<file path="src/hw/rtl/szdd_pkg.sv">
// Shared types, constants and the microcode program of the SZDD LZSS decompressor.
// Used by szdd_window, szdd_sequencer and szdd_lzss_decompressor; depends on nothing.
`timescale 1ns / 1ps

package szdd_pkg;

    // History window geometry
    localparam int WIN_AW = 12;
    localparam logic [WIN_AW-1:0] WIN_START = 12'hFF0;
    localparam logic [7:0] WIN_FILL = 8'h20;

    // Header layout
    localparam logic [3:0] HDR_MODE_IDX = 4'd8;
    localparam logic [3:0] HDR_LAST_SIG = 4'd7;
    localparam logic [3:0] HDR_LEN0_IDX = 4'd10;
    localparam logic [3:0] HDR_LEN1_IDX = 4'd11;
    localparam logic [3:0] HDR_LEN2_IDX = 4'd12;
    localparam logic [3:0] HDR_LEN3_IDX = 4'd13;
    localparam logic [3:0] HDR_BYTES = 4'd14;
    localparam logic [7:0] MODE_BYTE = 8'h41;

    // Result status codes
    localparam logic [1:0] ST_DATA = 2'd0;
    localparam logic [1:0] ST_BAD_SIG = 2'd1;
    localparam logic [1:0] ST_BAD_MODE = 2'd2;
    localparam logic [1:0] ST_EMPTY = 2'd3;

    // Match token decode
    localparam logic [4:0] MATCH_MIN = 5'd3;

    // Microcode store
    localparam int UPC_W = 5;

    typedef enum logic [3:0] {
        OP_NONE,
        OP_HDR,
        OP_CTRL,
        OP_TOKEN,
        OP_LIT,
        OP_NEXT,
        OP_MHIGH,
        OP_MREAD,
        OP_MCOPY,
        OP_ERR
    } szdd_op_t;

    typedef enum logic [2:0] {
        C_NEVER,
        C_ALWAYS,
        C_ERR,
        C_HDR_MORE,
        C_MATCH,
        C_DONE,
        C_LAST_FLAG,
        C_COPY_MORE
    } szdd_cond_t;

    typedef struct packed {
        logic             take;
        logic             emit;
        szdd_op_t         op;
        szdd_cond_t       cond;
        logic [UPC_W-1:0] target;
    } szdd_uword_t;

    // Datapath status seen by the sequencer's jump logic
    typedef struct packed {
        logic err;
        logic hdr_more;
        logic is_match;
        logic done;
        logic last_flag;
        logic copy_more;
    } szdd_flags_t;

    // Current control word plus whether the step executes this cycle
    typedef struct packed {
        szdd_uword_t uw;
        logic        go;
    } szdd_ctl_t;

    // Step addresses
    localparam logic [UPC_W-1:0] UA_HDR      = 5'd0;
    localparam logic [UPC_W-1:0] UA_HDR_ERR  = 5'd1;
    localparam logic [UPC_W-1:0] UA_HDR_MORE = 5'd2;
    localparam logic [UPC_W-1:0] UA_CTRL     = 5'd3;
    localparam logic [UPC_W-1:0] UA_TOKEN    = 5'd4;
    localparam logic [UPC_W-1:0] UA_KIND     = 5'd5;
    localparam logic [UPC_W-1:0] UA_LIT      = 5'd6;
    localparam logic [UPC_W-1:0] UA_LIT_DONE = 5'd7;
    localparam logic [UPC_W-1:0] UA_NEXT     = 5'd8;
    localparam logic [UPC_W-1:0] UA_TO_TOKEN = 5'd9;
    localparam logic [UPC_W-1:0] UA_MHIGH    = 5'd10;
    localparam logic [UPC_W-1:0] UA_MREAD    = 5'd11;
    localparam logic [UPC_W-1:0] UA_MCOPY    = 5'd12;
    localparam logic [UPC_W-1:0] UA_MLOOP    = 5'd13;
    localparam logic [UPC_W-1:0] UA_MDONE    = 5'd14;
    localparam logic [UPC_W-1:0] UA_TO_NEXT  = 5'd15;
    localparam logic [UPC_W-1:0] UA_HALT     = 5'd16;
    localparam logic [UPC_W-1:0] UA_ERR      = 5'd17;

    function automatic szdd_uword_t mk(input logic take, input logic emit,
                                       input szdd_op_t op, input szdd_cond_t cond,
                                       input logic [UPC_W-1:0] target);
        szdd_uword_t w;
        w.take   = take;
        w.emit   = emit;
        w.op     = op;
        w.cond   = cond;
        w.target = target;
        return w;
    endfunction

    // Control store: one word per step
    function automatic szdd_uword_t ucode(input logic [UPC_W-1:0] addr);
        szdd_uword_t w;
        case (addr)
            UA_HDR:      w = mk(1'b1, 1'b0, OP_HDR,   C_NEVER,     UA_HDR);
            UA_HDR_ERR:  w = mk(1'b0, 1'b0, OP_NONE,  C_ERR,       UA_ERR);
            UA_HDR_MORE: w = mk(1'b0, 1'b0, OP_NONE,  C_HDR_MORE,  UA_HDR);
            UA_CTRL:     w = mk(1'b1, 1'b0, OP_CTRL,  C_NEVER,     UA_CTRL);
            UA_TOKEN:    w = mk(1'b1, 1'b0, OP_TOKEN, C_NEVER,     UA_TOKEN);
            UA_KIND:     w = mk(1'b0, 1'b0, OP_NONE,  C_MATCH,     UA_MHIGH);
            UA_LIT:      w = mk(1'b0, 1'b1, OP_LIT,   C_NEVER,     UA_LIT);
            UA_LIT_DONE: w = mk(1'b0, 1'b0, OP_NONE,  C_DONE,      UA_HALT);
            UA_NEXT:     w = mk(1'b0, 1'b0, OP_NEXT,  C_LAST_FLAG, UA_CTRL);
            UA_TO_TOKEN: w = mk(1'b0, 1'b0, OP_NONE,  C_ALWAYS,    UA_TOKEN);
            UA_MHIGH:    w = mk(1'b1, 1'b0, OP_MHIGH, C_NEVER,     UA_MHIGH);
            UA_MREAD:    w = mk(1'b0, 1'b0, OP_MREAD, C_NEVER,     UA_MREAD);
            UA_MCOPY:    w = mk(1'b0, 1'b1, OP_MCOPY, C_NEVER,     UA_MCOPY);
            UA_MLOOP:    w = mk(1'b0, 1'b0, OP_NONE,  C_COPY_MORE, UA_MREAD);
            UA_MDONE:    w = mk(1'b0, 1'b0, OP_NONE,  C_DONE,      UA_HALT);
            UA_TO_NEXT:  w = mk(1'b0, 1'b0, OP_NONE,  C_ALWAYS,    UA_NEXT);
            UA_HALT:     w = mk(1'b1, 1'b0, OP_NONE,  C_ALWAYS,    UA_HALT);
            UA_ERR:      w = mk(1'b0, 1'b1, OP_ERR,   C_ALWAYS,    UA_HALT);
            default:     w = mk(1'b0, 1'b0, OP_NONE,  C_ALWAYS,    UA_HALT);
        endcase
        return w;
    endfunction

    // Expected signature bytes
    function automatic logic [7:0] sig_byte(input logic [2:0] idx);
        logic [7:0] v;
        case (idx)
            3'd0:    v = 8'h53;
            3'd1:    v = 8'h5A;
            3'd2:    v = 8'h44;
            3'd3:    v = 8'h44;
            3'd4:    v = 8'h88;
            3'd5:    v = 8'hF0;
            3'd6:    v = 8'h27;
            3'd7:    v = 8'h33;
            default: v = 8'h00;
        endcase
        return v;
    endfunction

endpackage

</file>
<file path="src/hw/rtl/szdd_sequencer.sv">
// Microcode sequencer: step counter, control store lookup, stall and jump logic.
// Uses szdd_pkg for the control word, flags and program.
`timescale 1ns / 1ps

module szdd_sequencer (
    input  logic                  clk,
    input  logic                  rst_n,
    input  logic                  in_valid,
    input  logic                  out_free,
    input  szdd_pkg::szdd_flags_t flags,
    output szdd_pkg::szdd_ctl_t   ctl
);

    logic [szdd_pkg::UPC_W-1:0] upc_reg;
    logic [szdd_pkg::UPC_W-1:0] upc_next;
    szdd_pkg::szdd_uword_t      uw;
    logic                       go;
    logic                       jump;

    assign uw = szdd_pkg::ucode(upc_reg);

    // Hold the step while its input or output side is not ready
    assign go = !(uw.take && !in_valid) && !(uw.emit && !out_free);

    // Select the jump condition
    always_comb
    begin
        case (uw.cond)
            szdd_pkg::C_NEVER:     jump = 1'b0;
            szdd_pkg::C_ALWAYS:    jump = 1'b1;
            szdd_pkg::C_ERR:       jump = flags.err;
            szdd_pkg::C_HDR_MORE:  jump = flags.hdr_more;
            szdd_pkg::C_MATCH:     jump = flags.is_match;
            szdd_pkg::C_DONE:      jump = flags.done;
            szdd_pkg::C_LAST_FLAG: jump = flags.last_flag;
            szdd_pkg::C_COPY_MORE: jump = flags.copy_more;
            default:               jump = 1'b0;
        endcase
    end

    // Advance or branch
    always_comb
    begin
        upc_next = upc_reg;
        if (go)
        begin
            upc_next = jump ? uw.target : upc_reg + 1'b1;
        end
    end

    always_ff @(posedge clk or negedge rst_n)
    begin
        if (!rst_n)
        begin
            upc_reg <= szdd_pkg::UA_HDR;
        end
        else
        begin
            upc_reg <= upc_next;
        end
    end

    assign ctl.uw = uw;
    assign ctl.go = go;

endmodule

</file>
<file path="config.mk">
export PLATFORM = sky130hd
export DESIGN_NAME = szdd_sequencer
export DESIGN_NICKNAME = d
export VERILOG_FILES = /design/src/hw/rtl/szdd_pkg.sv /design/src/hw/rtl/szdd_sequencer.sv
export SDC_FILE = /design/constraint.sdc
export NUM_CORES = 1
export LEC_CHECK = 0
export BUFFER_PORTS_ARGS = -buffer_cell sky130_fd_sc_hd__buf_2
export CORE_MARGIN = 2
export CORE_UTILIZATION = 45
export CTS_BUF_LIST = sky130_fd_sc_hd__clkbuf_8 sky130_fd_sc_hd__clkbuf_16
export DETAILED_ROUTE_END_ITERATION = 10
export PLACE_DENSITY = 0.69
export SKIP_LAST_GASP = 1
export SLEW_MARGIN = 20
export SYNTH_ARGS = -nofsm -noshare
export SYNTH_HDL_FRONTEND = slang
export SYNTH_SLANG_ARGS = --single-unit
</file>
<file path="constraint.sdc">
create_clock -name clk -period 3.61 [get_ports clk]
set_input_delay 0.1805 -clock clk [delete_from_list [all_inputs] [get_ports clk]]
set_output_delay 0.1805 -clock clk [all_outputs]
set_load 0.005 [all_outputs]
</file>
-- Word-level counts from Yosys, hierarchy flattened
Memory sizes are Yosys's and may differ from the RTL's.
Index checks and enable logic that the tools add are counted.
- add/subtract/negate cells: 1
- equal/unequal tests: 7
- muxes and demuxes: 2
- reductions and logical operators: 8
- operators with widths (operator ; count):
    3-bit equality test (second input constant) ; 4
    1-bit case mux with 8 select lines ; 1
    3-bit by 2-bit equality test with 1-bit output (second input constant) ; 2
    5-bit by 1-bit adder with 5-bit output (second input constant) ; 1
    5-bit two-way mux ; 1
    1-bit zero test ; 4
    3-bit by 1-bit equality test with 1-bit output (second input constant) ; 1
    1-bit logical AND ; 3
    3-bit zero test ; 1
- register bits after elaboration: 5
- bits in read-only memories: 448
- bits of input ports: 10
- output and inout port bits: 15
- word-level logic and storage cells: 20
- memories kept: 1
- memories (name ; words ; bits a word ; read ports ; clocked after Yosys merged registers in ; write ports ; RTL line ; source):
    (no name shown) ; 32 ; 14 ; 1 ; 0 ; 0 ; szdd_pkg.sv:117 ; case (addr)

-- Logic depth before layout (Yosys ltp)
Gate-level depths: netlist of run 1.
- depth in word-level cells: 4
- mapped depth: 10
- gate-level depth less buffers: 9

-- Least setup slack after synthesis of run 1
No wires, ideal clock.
- path kind: register to register
- from: register upc_reg[0] (netlist bit)
- to: register upc_reg[3] (netlist bit)
- library setup time: 0.130 ns
- data arrival time: 2.304 ns
- data required time: 3.480 ns
- path slack: 1.175 ns
- cell stages (with the launch flop): 9
- path buffers: 0
- clock period less this slack: 2.435 ns
- cell sequence: dfrtp_1 inv_1 ha_1 mux2i_1 a211o_1 o2111a_1 a311oi_4 mux2i_1 a22oi_1
- cells in the longest elaborated chain, start to end: 4
- elaborated cells between the ends (all ways): 17
- RTL lines (element ; RTL line ; source):
    start, declared ; szdd_sequencer.sv:14 ; logic [szdd_pkg::UPC_W-1:0] upc_reg;
    start signal, assigned ; szdd_sequencer.sv:55 ; upc_reg <= szdd_pkg::UA_HDR;
    start signal, assigned ; szdd_sequencer.sv:59 ; upc_reg <= upc_next;
    memory 32 x 14 bit ; -- ;
    3-bit equality test, or another cell as far along ; szdd_sequencer.sv:28 ; case (uw.cond)
    1-bit case mux with 8 select lines or 1-bit zero test (tied branches) ; szdd_sequencer.sv:28, szdd_sequencer.sv:23 ;
    5-bit two-way mux or 1-bit logical AND (tied branches) ; szdd_sequencer.sv:47, szdd_sequencer.sv:23 ;
Parallel ways exist; a longest one is shown, timed or not.
A chain may end at the register's enable or synchronous reset.

==> reports/metrics.yaml, run 1 <==
status: "finished clean"
numCtsBuffers: 3
fin_skew_ns: 0.000776
syn_area_um2: 847
synth_edf_count: 0
synthesis.nets: 129
drive_gt1_frac: 0.230
yosysMostFrequentCell: "nand2_1"
worstPathRequired_ns: 3.43
p_int_uw: 585
grtUsageTotal: 0.211
setup_violations: 0
multi_input_area_um2: 627
ant_nets: 0
htreeDepth: 1
ir_drop_mv: 0.827
area_growth_pct: 18.5
synth_commonest_cells: "nand2_1 (14), inv_1 (8), a21oi_1 (7), mux2i_1 (7), nand3_1 (7)"
core_um2: 1750
swShare: 0.535
seq_area_frac_synth: 0.148
synth_top_area_cell: "dfrtp_1"
fin_crit_sh: 0.779
worstSetupEndpointType: "output pin"
dp_hpwl_um: 1660
fillers: 161
gr-total-overflow: 0
ff2ff_path_depth: 8
startpoint: "upc_reg[0]$_DFFE_PN0P_"
startpoint_type: "register"
register_area_um2: 125
rrSetupSlack_ns: 0.80
synth_top_area_share: 0.148
arrival_ns: 2.63
gp_congestion: 0.847
power_density_nw_per_um2: 1250
rsz0062_at_grt: "no"
post_drt_via_cell_ratio: 5.81
rr_startpoint: "upc_reg[0]$_DFFE_PN0P_"
max_stage_delay_ns: 0.51
slew_headroom: 0.535
async_reset_ff_frac: 1.00
firstDrtPassIters: 4
crit_slowest_cell: "dfrtp_1"
via_count: 929
syn_avg_cell_area_um2: 7.43
ys.warnings.count: 0
fmaxAchievable_mhz: 355
pwr-share-seq: 0.134
postCtsSetupBuffers: 0
crit_type: "reg -> out"
finalNonFillerCells: 160
synthCells: 114
ios: 25
crit_path_end: "ctl[0]"
dp_cells: 155
layout_min_cycle_time_ns: 2.81
fin_util: 0.575
fin_nets: 151
post_drt_wl_per_cell_um: 14.3
p_clk_frac: 0.079
clockBufferDepth: 2
clk_latency_ns: 0.22
drt_iter0_markers: 30
numPortBuffers: 24
power.leakage_uw: 0.000508
r2r-end: "upc_reg[2]$_DFFE_PN0P_"
drv_cap: 0
cts_tree: "built"
rows: 15
ys.flop_type: "dfrtp_1"
path_clk_slew_ns: 0.03
synth_area_leaders: "dfrtp_1 (15%), mux2i_1 (8.3%), ha_1 (7.4%)"
tns_ns: 0
grt_pass1_vias: 770
drcViolationCount: 0
worst_pin_slew_ns: 0.698
combPwrFrac: 0.787
antenna_found_initial: 0
grt_max_degree: 25
start_util: 0.485
ys_ff_latch: 5
cts-root-buf: "clkbuf_8"
cp_max_fo: 10
finalWirelength_um: 2290
die_h_um: 47.4
slew_violations: 0
grt_pass1_wl_um: 3400
antenna_cells: 0
crit_path_cell_trace: "inv_1 -> ha_1 -> nor2_1 -> a22o_1 -> a32oi_1 -> o22ai_1 -> clkinv_1 -> buf_2"
largest_reg_flops: 5
die_area_um2: 2250
fp.dieW_um: 47.4
power_switching_uw: 674
cts.sinks: 5
yosysUniqueCellTypes: 43
final_hold_viol_count: 0
worstHoldPathType: "in -> async"
-- cells by family (layout without fill, tap and decap cells) --
group,after synthesis,in the layout,share of synthesized area
and+or+nand+nor,42,42,0.244
AOI/OAI and AO/OA,35,35,0.329
buffers and inverters,19,40,0.112
muxes,7,7,0.0827
adders and majority gates,5,5,0.0739
DFF,5,5,0.148
xor gates and xnor gates,1,1,0.0103
-- what timing repair did --
item                       4_1_cts  5_1_grt
gates resized for setup          0        0
hold endpoints to repair         5        0
setup endpoints to repair        0        0
hold buffers                     1        0
-- worst max-delay path, delay by kind of cell (launching register included) --
| kind | cells | cell delay, ns |
|---|---|---|
| buf+inv | 3 | 0.73 |
| simple gates | 1 | 0.16 |
| flops | 1 | 0.51 |
| compound gates | 3 | 0.64 |
| fa+ha+maj | 1 | 0.39 |
-- final cells by class --
type / count / area share
Multi-Input combinational cell: 90 / 0.625
Clock buffer: 3 / 0.0411
Timing Repair Buffer: 26 / 0.137
Tap cell: 25 / 0.0312
Sequential cell: 5 / 0.125
Inverter: 10 / 0.0374
Clock inverter: 1 / 0.00374
-- how the worst min path moves through the flow --
stage          start                endpoint  slack (ns)  depth (start not counted)
4_1_cts        rst_n  upc_reg[3]$_DFFE_PN0P_        0.30                          2
2_1_floorplan  rst_n  upc_reg[0]$_DFFE_PN0P_       -0.12                          0
6_report       rst_n  upc_reg[1]$_DFFE_PN0P_        0.33                          2
5_1_grt        rst_n  upc_reg[3]$_DFFE_PN0P_        0.34                          2
3_3_place_gp   rst_n  upc_reg[4]$_DFFE_PN0P_      -0.002                          1
3_5_place_dp   rst_n  upc_reg[4]$_DFFE_PN0P_      -0.002                          1
-- routing by layer --
metal  share of wire  vias to the layer above  global-route usage
met5               0                        -                   0
met4          0.0070                        0              0.0833
met3           0.070                        2             0.00385
met2            0.48                       43               0.332
met1            0.44                      423               0.304
li1                -                      461                   -
-- layout by cell type, fill, tap and decap left out, types with 2 or more instances in the layout --
cell type and n:
a211o_1 2, nand2b_1 3, mux2i_1 7, o21ai_0 5
ha_1 5, buf_2 24, a21oi_1 7, clkinv_1 2
dfrtp_1 5, nand2_1 14, nor2b_1 2, nand3_1 7
a22oi_1 2, nor4b_1 2, o211a_1 2, inv_1 9
nor2_1 6, clkbuf_8 3, nor3_1 3, o311ai_0 2
-- power by group through the flow --
| stage | registers [uW] | clock network (uW) | logic (uW) |
|---|---|---|---|
| 2_1_floorplan | 120 | 0 | 783 |
| 3_3_place_gp | 164 | 0 | 966 |
| 3_5_place_dp | 167 | 0 | 975 |
| 4_1_cts | 167 | 102 | 985 |
| 5_1_grt | 177 | 104 | 1090 |
| 6_report | 169 | 99.1 | 991 |
-- through the flow --
stage,worst slack (ns),hold slack (ns),cell area [um^2],total power [uW]
after floorplan,1.18,-0.115,847,903
after global placement,0.936,-0.00194,948,1130
after detailed placement,0.838,-0.00203,948,1140
after CTS,0.824,0.301,1000,1250
after global routing,0.590,0.339,1000,1380
final,0.796,0.327,1000,1260
No activity file was read; power rests on OpenSTA's default activity.
==> run 2, diff against run 1 <==
--- a/config.mk
+++ b/config.mk
@@ -5,12 +5,13 @@
 export SDC_FILE = /design/constraint.sdc
 export NUM_CORES = 1
 export LEC_CHECK = 0
+export ABC_AREA = 1
 export BUFFER_PORTS_ARGS = -buffer_cell sky130_fd_sc_hd__buf_2
 export CORE_MARGIN = 2
 export CORE_UTILIZATION = 45
 export CTS_BUF_LIST = sky130_fd_sc_hd__clkbuf_8 sky130_fd_sc_hd__clkbuf_16
 export DETAILED_ROUTE_END_ITERATION = 10
-export PLACE_DENSITY = 0.69
+export PLACE_DENSITY = 0.68
 export SKIP_LAST_GASP = 1
 export SLEW_MARGIN = 20
 export SYNTH_ARGS = -nofsm -noshare
==> constraint.sdc (replaced) <==
create_clock -name clk -period 2.7 [get_ports clk]
set_input_delay 0.135 -clock clk [delete_from_list [all_inputs] [get_ports clk]]
set_output_delay 0.135 -clock clk [all_outputs]
set_load 0.005 [all_outputs]
==> reports/metrics.yaml, run 2 <==
status: "finished clean"  # unchanged
tns_ns: 0  # unchanged
power.leakage_uw: 0.000629  # was 0.000508 uW
fin_crit_sh: 0.802
synth_compound_area_frac: 0.148  # was 0.329
synthesis.nets: 158  # was 129
grt_pass1_vias: 920  # was 770
fp.dieW_um: 50  # was 47.4 um
post_cts_resized: 0  # unchanged
synth_top_area_cell: "dfrtp_1"  # unchanged
grt_pass1_wl_um: 3950  # was 3400 um
synth_edf_count: 0  # unchanged
cts_tree: "built"  # unchanged
async_reset_ff_frac: 1.00  # unchanged
numCtsBuffers: 3  # unchanged
synth_commonest_cells: "nand2_1 (31), nand3_1 (23), inv_1 (19), inv_2 (7), a21oi_1 (6)"  # was nand2_1 (14), inv_1 (8), a21oi_1 (7), mux2i_1 (7), nand3_1 (7)
stdcell_area_um2: 1110  # was 1000 um^2
final_hold_viol_count: 0  # unchanged
power_density_nw_per_um2: 1390  # was 1250 nW/um^2
yosys.area_share.adder: 0.0657  # was 0.0739
worstPathRequired_ns: 2.80  # was 3.43 ns
max_stage_delay_ns: 0.53  # was 0.51 ns
synth_top_family_by_area: "simple AND/OR/NAND/NOR gates"  # was compound AO/OA/AOI/OAI gates
fin_nets: 183  # was 151
area_growth_pct: 16.4  # was 18.5%
ys.flop_type: "dfrtp_1"  # unchanged
fin_skew_ns: 0.000189  # was 0.000776 ns
cts.sinks: 5  # unchanged
crit_path_cell_trace: "inv_1 -> ha_1 -> inv_1 -> nand2_1 -> nand3_4 -> nand2_4 -> nand2_1 -> nand3_1 -> nand2_2 -> nand2_4 -> nand2_4 -> nand2_1 -> nand3_1 -> nand2_1"  # was inv_1 -> ha_1 -> nor2_1 -> a22o_1 -> a32oi_1 -> o22ai_1 -> clkinv_1 -> buf_2
die_h_um: 50  # was 47.4 um
drive_gt1_frac: 0.365  # was 0.230
ant_nets: 0  # unchanged
arrival_ns: 2.26  # was 2.63 ns
via_count: 988  # was 929
pwr-share-seq: 0.166  # was 0.134
ys.warnings.count: 0  # unchanged
gp_congestion: 0.867  # was 0.847
die_area_um2: 2500  # was 2250 um^2
grtUsageMet3: 0.0212  # was 0.00385
met1_usage: 0.253  # was 0.304
largest_reg_flops: 5  # unchanged
slew_headroom: 0.578  # was 0.535
cp_max_fo: 10  # unchanged
p_int_uw: 649  # was 585 uW
synthXorXnorAreaFrac: 0.0184  # was 0.0103
worstHoldPathType: "in -> async"  # unchanged
syn_area_um2: 952  # was 847 um^2
slew_violations: 0  # unchanged
p_clk_frac: 0.085  # was 0.079
start_util: 0.480  # was 0.485
gr-total-overflow: 0  # unchanged
firstDrtPassIters: 4  # unchanged
worst_pin_slew_ns: 0.632  # was 0.698 ns
layout_min_cycle_time_ns: 2.16
antenna_cells: 0  # unchanged
core_um2: 1980  # was 1750 um^2
yosysUniqueCellTypes: 29  # was 43
worstSetupEndpointType: "register"  # was output pin
busiest_layer: "met2"  # unchanged
cpMostUsedCell: "nand2_1"
startpoint_type: "register"  # unchanged
dp_hpwl_um: 1820  # was 1660 um
grtUsageTotal: 0.204  # was 0.211
post_drt_wl_per_cell_um: 11.8  # was 14.3 um
setup_violations: 0  # unchanged
crit_slowest_cell: "dfrtp_1"  # unchanged
fmaxAchievable_mhz: 462
grt_use_met2: 0.366  # was 0.332
swShare: 0.579  # was 0.535
yosys.area_share.simple: 0.472  # was 0.244
crit_type: "reg -> reg"  # was reg -> out
path_clk_slew_ns: 0.03  # about the same
synthMuxAreaShare: 0  # was 0.0827
drt_iter0_markers: 27  # was 30
seq_area_frac_synth: 0.131  # was 0.148
ios: 25  # unchanged
post_drt_via_cell_ratio: 5.09  # was 5.81
power_switching_uw: 892  # was 674 uW
clk_latency_ns: 0.22  # about the same
mostFrequentLayoutCells: "nand2_1 (31), buf_2 (24), nand3_1 (23)"  # was buf_2 (24), nand2_1 (14), inv_1 (9)
synth_area_leaders: "dfrtp_1 (13%), nand2_1 (12%), nand3_1 (12%)"  # was dfrtp_1 (15%), mux2i_1 (8.3%), ha_1 (7.4%)
synth_top_area_share: 0.131  # was 0.148
grt_max_degree: 18  # was 25
clockBufferDepth: 2  # unchanged
yosysMostFrequentCell: "nand2_1"  # unchanged
ys_ff_latch: 5  # unchanged
antenna_found_initial: 0  # unchanged
mostFrequentLayoutCell: "nand2_1"  # was buf_2
htreeDepth: 1  # unchanged
synthCells: 143  # was 114
syn_avg_cell_area_um2: 6.66  # was 7.43 um^2
post_dp_cell_area_um2: 1050  # was 948 um^2
fillers: 194  # was 161
rows: 16  # was 15
finalWirelength_um: 2280  # was 2290 um
drv_cap: 0  # unchanged
cts-root-buf: "clkbuf_8"  # unchanged
drcViolationCount: 0  # unchanged
rsz0062_at_grt: "no"  # unchanged
combPwrFrac: 0.748  # was 0.787
numPortBuffers: 24  # unchanged
ir_drop_mv: 0.917  # was 0.827 mV
run 2: changes by cell type in the layout (fill, tap and decap cells not counted), moves of 7 or more:
cell / delta
mux2i_1: -7
nand3_1: +16
inv_1: +11
inv_2: +7
nand2_1: +17
run 2: final timing paths:
path / cells past startpoint / slack (ns) / end / from
min reg2reg: 2 / 0.65 / upc_reg[1]$_DFFE_PN0P_ / upc_reg[1]$_DFFE_PN0P_
min: 2 / 0.28 / upc_reg[1]$_DFFE_PN0P_ / rst_n
max: 14 / 0.54 / upc_reg[0]$_DFFE_PN0P_ / upc_reg[0]$_DFFE_PN0P_
max in group asynchronous: 2 / 2.30 / upc_reg[0]$_DFFE_PN0P_ / rst_n
max reg2reg: 14 / 0.54 / upc_reg[0]$_DFFE_PN0P_ / upc_reg[0]$_DFFE_PN0P_
min in group clk: 5 / 0.36 / upc_reg[1]$_DFFE_PN0P_ / in_valid
run 2: through the flow:
step / hold slack (ns) / total power, uW / setup slack [ns] / util / std cells
global placement: -0.0504 / 1390 / 0.657 / 0.532 / 189
floorplan: -0.161 / 1160 / 0.830 / - / 143
CTS: 0.251 / 1540 / 0.557 / 0.559 / 194
finish: 0.276 / 1540 / 0.536 / 0.559 / 194
global route: 0.278 / 1710 / 0.266 / 0.559 / 194
detailed placement: -0.0505 / 1400 / 0.570 / 0.532 / 189
run 2: final cells by class:
cell class	count	area [um^2]	area share
clock buffer	3	41.3	0.0372
timing repair buffer	25	130	0.117
sequential	5	125	0.113
tap	27	33.8	0.0305
multi-input combinational	106	671	0.605
clock inverter	1	3.75	0.00339
inverter	27	104	0.0937
run 2: cells by family after synthesis:
group / Yosys count
xor gates and xnor gates: 2
buffers and inverters: 32
DFF: 5
adders and majority gates: 5
and+or+nand+nor: 80
AOI/OAI and AO/OA: 19
run 2: timing repair:
action / 4_1_cts / 5_1_grt
hold buffers: 1 / 0
buffers inserted: 0 / 0
hold endpoints to repair: 5 / 0
run 2: layer usage:
layer	vias up	wire (um)
li1	501	-
met1	456	961
met2	31	1210
met3	0	108
met4	0	0
met5	-	0
run 2: critical path: cells and delay by family, from the launching register on:
| kind | cells | cell delay [ns] |
|---|---|---|
| adder cells (fa/ha/maj) | 1 | 0.30 |
| buffers and inverters | 2 | 0.31 |
| flip-flops | 1 | 0.53 |
| AND/OR/NAND/NOR | 11 | 0.91 |
run 2: power by group through the flow:
stage | Clock, uW | Sequential (uW) | Combinational, uW
after floorplan | 0 | 161 | 996
after global placement | 0 | 251 | 1140
after detailed placement | 0 | 255 | 1140
after CTS | 136 | 253 | 1150
after global routing | 144 | 268 | 1300
final | 131 | 256 | 1150
